### config.mk
export PLATFORM = sky130hd
export DESIGN_NAME = positional_ordered_list
export DESIGN_NICKNAME = d
export VERILOG_FILES = /design/src/hdl/pol_pkg.sv /design/src/hdl/pol_cell.sv /design/src/hdl/positional_ordered_list.sv
export SDC_FILE = /design/constraint.sdc
export NUM_CORES = 2
export LEC_CHECK = 0
export BUFFER_PORTS_ARGS = -buffer_cell sky130_fd_sc_hd__buf_2
export CORE_MARGIN = 5
export CORE_UTILIZATION = 30
export CTS_BUF_LIST = sky130_fd_sc_hd__clkbuf_8
export DETAILED_ROUTE_END_ITERATION = 10
export MAX_ROUTING_LAYER = met4
export PLACE_DENSITY = 0.48
export SYNTH_ARGS = -nofsm -noshare
export SYNTH_HDL_FRONTEND = slang
export SYNTH_SLANG_ARGS = --single-unit
### constraint.sdc
create_clock -name clk -period 17.4 [get_ports clk]
set_clock_uncertainty 0.05 [all_clocks]
set_input_delay 3.48 -clock clk [delete_from_list [all_inputs] [get_ports clk]]
set_output_delay 3.48 -clock clk [all_outputs]
set_load 0.02 [all_outputs]
### src/hdl/pol_pkg.sv
// ----------------------------------------------------------------------------
// pol_pkg: shared types and codes of the positional ordered list
// Command codes, status codes, controller states and the control word that
// the list controller broadcasts to every cell of the row.
// ----------------------------------------------------------------------------
package pol_pkg;

	localparam int POL_CAPACITY = 32;
	localparam int CTL_W = 7;

	typedef enum logic [2:0] {
		CMD_INS_FRONT = 3'd0,
		CMD_INS_BACK  = 3'd1,
		CMD_INS_AT    = 3'd2,
		CMD_DEL_FRONT = 3'd3,
		CMD_DEL_BACK  = 3'd4,
		CMD_DEL_AT    = 3'd5,
		CMD_DUMP      = 3'd6
	} cmd_t;

	localparam logic [1:0] STS_OK    = 2'd0;
	localparam logic [1:0] STS_EMPTY = 2'd1;
	localparam logic [1:0] STS_NOPOS = 2'd2;
	localparam logic [1:0] STS_FULL  = 2'd3;

	typedef enum logic {
		S_IDLE,
		S_DUMP
	} state_t;

	typedef enum logic [1:0] {
		CELL_HOLD,
		CELL_INS,
		CELL_DEL,
		CELL_ROT
	} cell_op_t;

	typedef struct packed {
		cell_op_t         op;
		logic [CTL_W-1:0] idx;
		logic [CTL_W-1:0] len;
	} cell_ctl_t;

endpackage

### src/hdl/pol_cell.sv
// ----------------------------------------------------------------------------
// pol_cell: one storage cell of the list row
// Holds one element and, on each command, keeps it, takes the inserted value,
// takes the neighbor below or above, or takes the head element during a dump.
// ----------------------------------------------------------------------------
module pol_cell #(
	parameter int INDEX = 0
) (
	input  logic                clk,
	input  pol_pkg::cell_ctl_t  ctl,
	input  logic [31:0]         value_in,
	input  logic [31:0]         left_in,
	input  logic [31:0]         right_in,
	input  logic [31:0]         head_in,
	output logic [31:0]         data
);
	import pol_pkg::*;

	localparam logic [CTL_W-1:0] J = CTL_W'(INDEX);

	logic [31:0]      data_q;
	logic [31:0]      data_d;
	logic [CTL_W-1:0] tail;

	assign tail = ctl.len - CTL_W'(1);

	always_comb begin
		data_d = data_q;
		unique case (ctl.op)
			CELL_HOLD: data_d = data_q;
			CELL_INS: begin
				if (J == ctl.idx) begin
					data_d = value_in;
				end else if (J > ctl.idx) begin
					data_d = left_in;
				end
			end
			CELL_DEL: begin
				if (J >= ctl.idx) begin
					data_d = right_in;
				end
			end
			CELL_ROT: begin
				if (J == tail) begin
					data_d = head_in;
				end else if (J < tail) begin
					data_d = right_in;
				end
			end
			default: data_d = data_q;
		endcase
	end

	always_ff @(posedge clk) begin
		data_q <= data_d;
	end

	assign data = data_q;

endmodule

### src/hdl/positional_ordered_list.sv
// ----------------------------------------------------------------------------
// positional_ordered_list: bounded ordered list in a row of cells
// Inserts, deletes and dumps signed 32-bit elements by position.
// ----------------------------------------------------------------------------
// A command enters on the s group: s_tuser carries the command code, s_tdata
// the value and the 1-based position. Results leave on the m group: m_tuser
// carries the status, m_tdata the element value and the count, m_tlast marks
// the final result of a command.
// Inserts and deletes shift the cells from the position on in parallel, so
// their single status result is in the output register in the cycle after the
// transfer. A dump of n elements rotates the occupied cells through the
// head, one element per cycle while the receiver does not stall, and yields n
// results; no new command is taken until the last of them is loaded. Without
// stalls the block takes one command per cycle outside a dump.
// When the receiver stalls, the output register holds its result and the
// cells and the dump counter wait with it.
// Reset empties the list; cell contents are left as they are and are never
// read before they are written.
// ----------------------------------------------------------------------------
module positional_ordered_list #(
	parameter int CAPACITY = pol_pkg::POL_CAPACITY
) (
	input  logic        clk,
	input  logic        arst_n,
	input  logic        s_tvalid,
	output logic        s_tready,
	input  logic [39:0] s_tdata,  // value[31:0], position[37:32], zero[39:38]
	input  logic [2:0]  s_tuser,  // cmd[2:0]
	output logic        m_tvalid,
	input  logic        m_tready,
	output logic [39:0] m_tdata,  // value_res[31:0], count[37:32], zero[39:38]
	output logic [1:0]  m_tuser,  // status[1:0]
	output logic        m_tlast
);
	import pol_pkg::*;

	localparam int CW = $clog2(CAPACITY + 1);

	state_t         state_q, state_d;
	logic [CW-1:0]  len_q, len_d;
	logic [CW-1:0]  cnt_q, cnt_d;
	logic           ov_q;
	logic [31:0]    oval_q, oval_d;
	logic [1:0]     ost_q, ost_d;
	logic           olast_q, olast_d;
	logic [5:0]     ocnt_q;
	logic           load;
	logic           free;
	logic [7:0]     pos_w;
	logic [7:0]     len_w;
	logic [7:0]     ins_pos;
	logic [7:0]     del_pos;
	cell_ctl_t      ctl;
	logic [31:0]    cell_data [CAPACITY];

	assign free  = !ov_q || m_tready;
	assign len_w = 8'(len_q);
	assign pos_w = {2'b00, s_tdata[37:32]};

	always_comb begin
		state_d  = state_q;
		len_d    = len_q;
		cnt_d    = cnt_q;
		load     = 1'b0;
		oval_d   = 32'd0;
		ost_d    = STS_OK;
		olast_d  = 1'b1;
		ctl.op   = CELL_HOLD;
		ctl.idx  = '0;
		ctl.len  = CTL_W'(len_q);
		s_tready = 1'b0;
		ins_pos  = pos_w;
		del_pos  = pos_w;
		unique case (state_q)
			S_IDLE: begin
				s_tready = free;
				if (s_tvalid && free) begin
					load = 1'b1;
					unique case (s_tuser)
						CMD_INS_FRONT, CMD_INS_BACK, CMD_INS_AT: begin
							if (s_tuser == CMD_INS_FRONT) begin
								ins_pos = 8'd1;
							end else if (s_tuser == CMD_INS_BACK) begin
								ins_pos = len_w + 8'd1;
							end
							if (ins_pos < 8'd1 || ins_pos > len_w + 8'd1) begin
								ost_d = STS_NOPOS;
							end else if (len_w >= 8'(CAPACITY)) begin
								ost_d = STS_FULL;
							end else begin
								ctl.op  = CELL_INS;
								ctl.idx = CTL_W'(ins_pos - 8'd1);
								len_d   = len_q + CW'(1);
							end
						end
						CMD_DEL_FRONT, CMD_DEL_BACK, CMD_DEL_AT: begin
							if (s_tuser == CMD_DEL_FRONT) begin
								del_pos = 8'd1;
							end else if (s_tuser == CMD_DEL_BACK) begin
								del_pos = len_w;
							end
							if (len_q == '0) begin
								ost_d = STS_EMPTY;
							end else if (del_pos < 8'd1 || del_pos > len_w) begin
								ost_d = STS_NOPOS;
							end else begin
								ctl.op  = CELL_DEL;
								ctl.idx = CTL_W'(del_pos - 8'd1);
								len_d   = len_q - CW'(1);
							end
						end
						CMD_DUMP: begin
							if (len_q == '0) begin
								ost_d = STS_EMPTY;
							end else begin
								ctl.op  = CELL_ROT;
								oval_d  = cell_data[0];
								olast_d = (len_q == CW'(1));
								cnt_d   = CW'(1);
								if (len_q != CW'(1)) begin
									state_d = S_DUMP;
								end
							end
						end
						default: ost_d = STS_OK;
					endcase
				end
			end
			S_DUMP: begin
				if (free) begin
					load    = 1'b1;
					ctl.op  = CELL_ROT;
					oval_d  = cell_data[0];
					olast_d = (cnt_q + CW'(1) == len_q);
					cnt_d   = cnt_q + CW'(1);
					if (olast_d) begin
						state_d = S_IDLE;
					end
				end
			end
			default: state_d = S_IDLE;
		endcase
	end

	always_ff @(posedge clk or negedge arst_n) begin
		if (!arst_n) begin
			state_q <= S_IDLE;
			len_q   <= '0;
			cnt_q   <= '0;
			ov_q    <= 1'b0;
		end else begin
			state_q <= state_d;
			len_q   <= len_d;
			cnt_q   <= cnt_d;
			if (load) begin
				ov_q <= 1'b1;
			end else if (m_tready) begin
				ov_q <= 1'b0;
			end
		end
	end

	always_ff @(posedge clk) begin
		if (load) begin
			oval_q  <= oval_d;
			ost_q   <= ost_d;
			olast_q <= olast_d;
			ocnt_q  <= 6'(len_d);
		end
	end

	for (genvar j = 0; j < CAPACITY; j++) begin : g_cell
		pol_cell #(
			.INDEX(j)
		) u_cell (
			.clk      (clk),
			.ctl      (ctl),
			.value_in (s_tdata[31:0]),
			.left_in  ((j == 0) ? 32'd0 : cell_data[(j == 0) ? 0 : j - 1]),
			.right_in (cell_data[(j == CAPACITY - 1) ? j : j + 1]),
			.head_in  (cell_data[0]),
			.data     (cell_data[j])
		);
	end

	assign m_tvalid = ov_q;
	assign m_tdata  = {2'b00, ocnt_q, oval_q};
	assign m_tuser  = ost_q;
	assign m_tlast  = olast_q;

	a_len_bound: assert property (@(posedge clk) disable iff (!arst_n)
		len_q <= CW'(CAPACITY))
		else $error("element count exceeds capacity");

	a_status_last: assert property (@(posedge clk) disable iff (!arst_n)
		m_tvalid && m_tuser != STS_OK |-> m_tlast)
		else $error("error status without last flag");

	a_dump_len: assert property (@(posedge clk) disable iff (!arst_n)
		state_q == S_DUMP |=> $stable(len_q))
		else $error("count changed during a dump");

	a_dump_start: assert property (@(posedge clk) disable iff (!arst_n)
		s_tvalid && s_tready && s_tuser == CMD_DUMP && len_q != '0
		|=> m_tvalid && m_tuser == STS_OK)
		else $error("dump transfer did not yield an element");

endmodule
==> impl_metrics.py <==
metrics = {
    "run_status": {
        "status": "finished clean",
    },
    "global_routing": {
        "grt_pass1_vias": 57000,
        "grt_usage_pct": 28.34,
        "overflow": 0,
        "grt_pass1_wl_microns": 440900,
        "antenna_found_initial": 24,
        "grt_max_degree": 180,
    },
    "die": {
        "dieArea_sq_um": 219000,
        "die_h_microns": 468.0,
        "num_io_pins": 92,
        "core_sq_um": 209200,
        "rows": 168,
        "die_x_microns": 468.0,
        "initial_core_util_pct": 30.08,
    },
    "cts": {
        "cts_max_level": 4,
        "clk-insertion-delay-late_ns": 0.98,
        "path_clk_slew_ns": 0.06,
        "cts_tree": "yes",
        "cts_setup_buffers": 0,
        "cts_buffers": 193,
        "cts_resized": 0,
        "clk_path_buf_depth": 3,
        "hold_buffers": 0,
        "root_buffer": "clkbuf_8",
        "cts_num_sinks": 1079,
    },
    "synthesis": {
        "ys_types": 87,
        "netlist_instances": 5891,
        "netlist_area_sq_um": 62920,
        "seq_area_frac_synth_pct": 51.39,
        "synth_edf_count": 1065,
        "ys.flop_type": "edfxtp_1",
        "async_flop_share_pct": 1.297,
        "synth_seq_cells": 1079,
        "yosys_warnings": 0,
        "syn_avg_cell_area_sq_um": 10.68,
    },
    "detailed_routing": {
        "drt_iter0_drc": 8504,
        "routed_wl_microns": 314700,
        "drtAntennaViolNets": 0,
        "drt_pre_antenna_iters": 6,
        "routedWlPerCell_microns": 36.96,
        "drcViolationCount": 0,
        "vias": 58500,
        "vias_per_cell": 6.872,
    },
    "critical_path": {
        "path_cells": "buf_2 > or2_2 > o221ai_1 > inv_2 > ha_1 > nand3b_1 > a21o_1 > a21o_1 > o211ai_4 > nor3_1 > a21o_1 > nand2_4 > buf_4 > buf_4 > or2_2 > o211ai_1",
        "cp_max_fo": 53,
        "worst_setup_path_start_kind": "input port",
        "path_delay_family": "simple AND/OR/NAND/NOR gates",
        "endpoint_kind": "register",
        "worstSetupPathType": "in -> reg",
        "critPathMaxStageDelay_ns": 0.89,
        "cp_data_arrival_time_ns": 9.89,
        "crit_path_top_delay_cell": "or2_2",
        "cp_common_cell": "a21o_1",
        "worstPathRequired_ns": 18.02,
        "worst-path-buf-inv": 4,
    },
    "finish": {
        "multi_input_area_sq_um": 27800,
        "regArea_sq_um": 32330,
        "fin_nets": 5592,
        "nFillCells": 21340,
        "syn_to_final_growth_pct": 10.10,
        "drive_gt1_share_pct": 12.13,
        "layout_common_cells": "o211ai_1 (1765), edfxtp_1 (1065), a22oi_1 (897)",
        "final_common_cell": "o211ai_1",
        "final_util_pct": 33.12,
    },
    "placement": {
        "dpl_worst_slack_ns": 7.223,
        "post-dp-hpwl_microns": 186700,
        "place.gp.congestion": 0.9241,
        "io_buffers": 87,
    },
    "timing": {
        "fmax_ghz": 0.1079,
        "rsz0062_at_grt": "no",
        "setup-violations-final": 0,
        "setup_slack_ns": 8.129,
        "final_max_slew_viol_count": 0,
        "tightest_slew_ns": 1.315,
        "relSlewSlack_pct": 12.34,
        "fin_crit_sh_pct": 53.28,
        "tns_ns": 0,
        "period_minus_slack_ns": 9.271,
        "final_hold_viol_count": 0,
    },
    "flow_run": {
        "maxCapViolations": 0,
    },
    "min_path": {
        "hold_path_class": "reg -> reg",
    },
    "power_and_ir_drop": {
        "power.density_nw_per_um2": 203.8,
        "p_leak_nw": 19.85,
        "finalPower_w": 0.01412,
        "irDropWorstVdd_mv": 0.1585,
    },
}
==> metal layers <==
layer	wire (microns)	track usage, %	up-vias
met5	0	-	-
met4	16030	13.57	0
met3	35880	8.405	734
met2	135500	40.27	3949
met1	127200	36.84	29970
li1	-	-	23850
==> metrics by stage <==
step | cells | area, sq um | hold slack (ns)
3_5_place_dp | 8134 | 65820 | 0.4409
6_report | 8513 | 69270 | 0.4514
2_1_floorplan | 5892 | 62920 | 0.4184
3_3_place_gp | 8134 | 65820 | 0.4341
5_1_grt | 8500 | 69240 | 0.4867
4_1_cts | 8476 | 69180 | 0.4535
==> path summary, 6_finish.rpt <==
| kind | from | endpoint | slack [ns] | depth (start not counted) |
|---|---|---|---|---|
| min in group asynchronous | arst_n | cnt_q[0] | 2.38 | 1 |
| max | s_tuser[1] | g_cell[13].u_cell.data[31] | 8.13 | 16 |
| min reg2reg | cnt_q[5] | cnt_q[5] | 0.45 | 2 |
| max in group asynchronous | arst_n | len_q[0] | 14.63 | 1 |
| max reg2reg | len_q[1] | g_cell[13].u_cell.data[31] | 9.75 | 16 |
| min | cnt_q[5] | cnt_q[5] | 0.45 | 2 |
==> cells in the mapped netlist (all sizes together), types with 8 or more instances <==
cell / instances / area share [%]
nand4: 57 / 0.58
dfrtp: 14 / 0.56
nand2: 331 / 2.0
a221oi: 38 / 0.53
nor2: 113 / 0.67
nor3: 35 / 0.30
or3: 70 / 0.70
or2: 27 / 0.27
nand2b: 8 / 0.080
a21oi: 66 / 0.55
a32oi: 33 / 0.49
and2: 37 / 0.37
and3: 40 / 0.40
a31oi: 10 / 0.099
o211ai: 1767 / 21
clkbuf: 724 / 4.3
xnor2: 19 / 0.26
inv: 47 / 0.28
buf: 128 / 1.0
ha: 21 / 0.42
a21o: 8 / 0.095
nand3: 85 / 0.70
a22oi: 897 / 11
edfxtp: 1065 / 51
o21ai: 156 / 1.2
==> layout make-up <==
type / instances / area share [%]
Multi-Input combinational cell: 3913 / 40.12
Clock inverter: 147 / 0.9790
Antenna cell: 37 / 0.1337
Tap cell: 2805 / 5.066
Timing Repair Buffer: 289 / 2.890
Inverter: 48 / 0.2601
Sequential cell: 1079 / 46.67
Clock buffer: 195 / 3.874
==> tightest hold or removal path: cells and delay by family (launching register included) <==
| kind | cells | cell delay [ns] |
|---|---|---|
| flops | 1 | 0.36 |
| simple gates | 1 | 0.05 |
| compound gates | 1 | 0.05 |
==> where the power goes <==
group	total, W	switching, W	internal, W	leakage, nW
combinational	0.00622	0.00439	0.00182	7.58
sequential	0.00566	0.000894	0.00476	10.2
clock	0.00225	0.00119	0.00105	2.04
==> state kept, by name, indices dropped and copies added, names as in the netlist <==
name	count
g_cell.u_cell.data	1024
oval_q	32
cnt_q	6
len_q	6
ocnt_q	6
m_tuser	2
m_tlast	1
m_tvalid	1
state_q	1
==> cell families after synthesis <==
| logic type | after synthesis | share of synthesized area, % |
|---|---|---|
| other cells | 1 | 0.005960 |
| simple gates | 825 | 6.380 |
| mux | 2 | 0.03579 |
| fa+ha+maj | 21 | 0.4176 |
| compound gates | 3040 | 35.83 |
| flops | 1079 | 51.39 |
| xor+xnor | 23 | 0.3202 |
| buf+inv | 900 | 5.622 |
No activity file was read; power rests on OpenSTA's default activity.
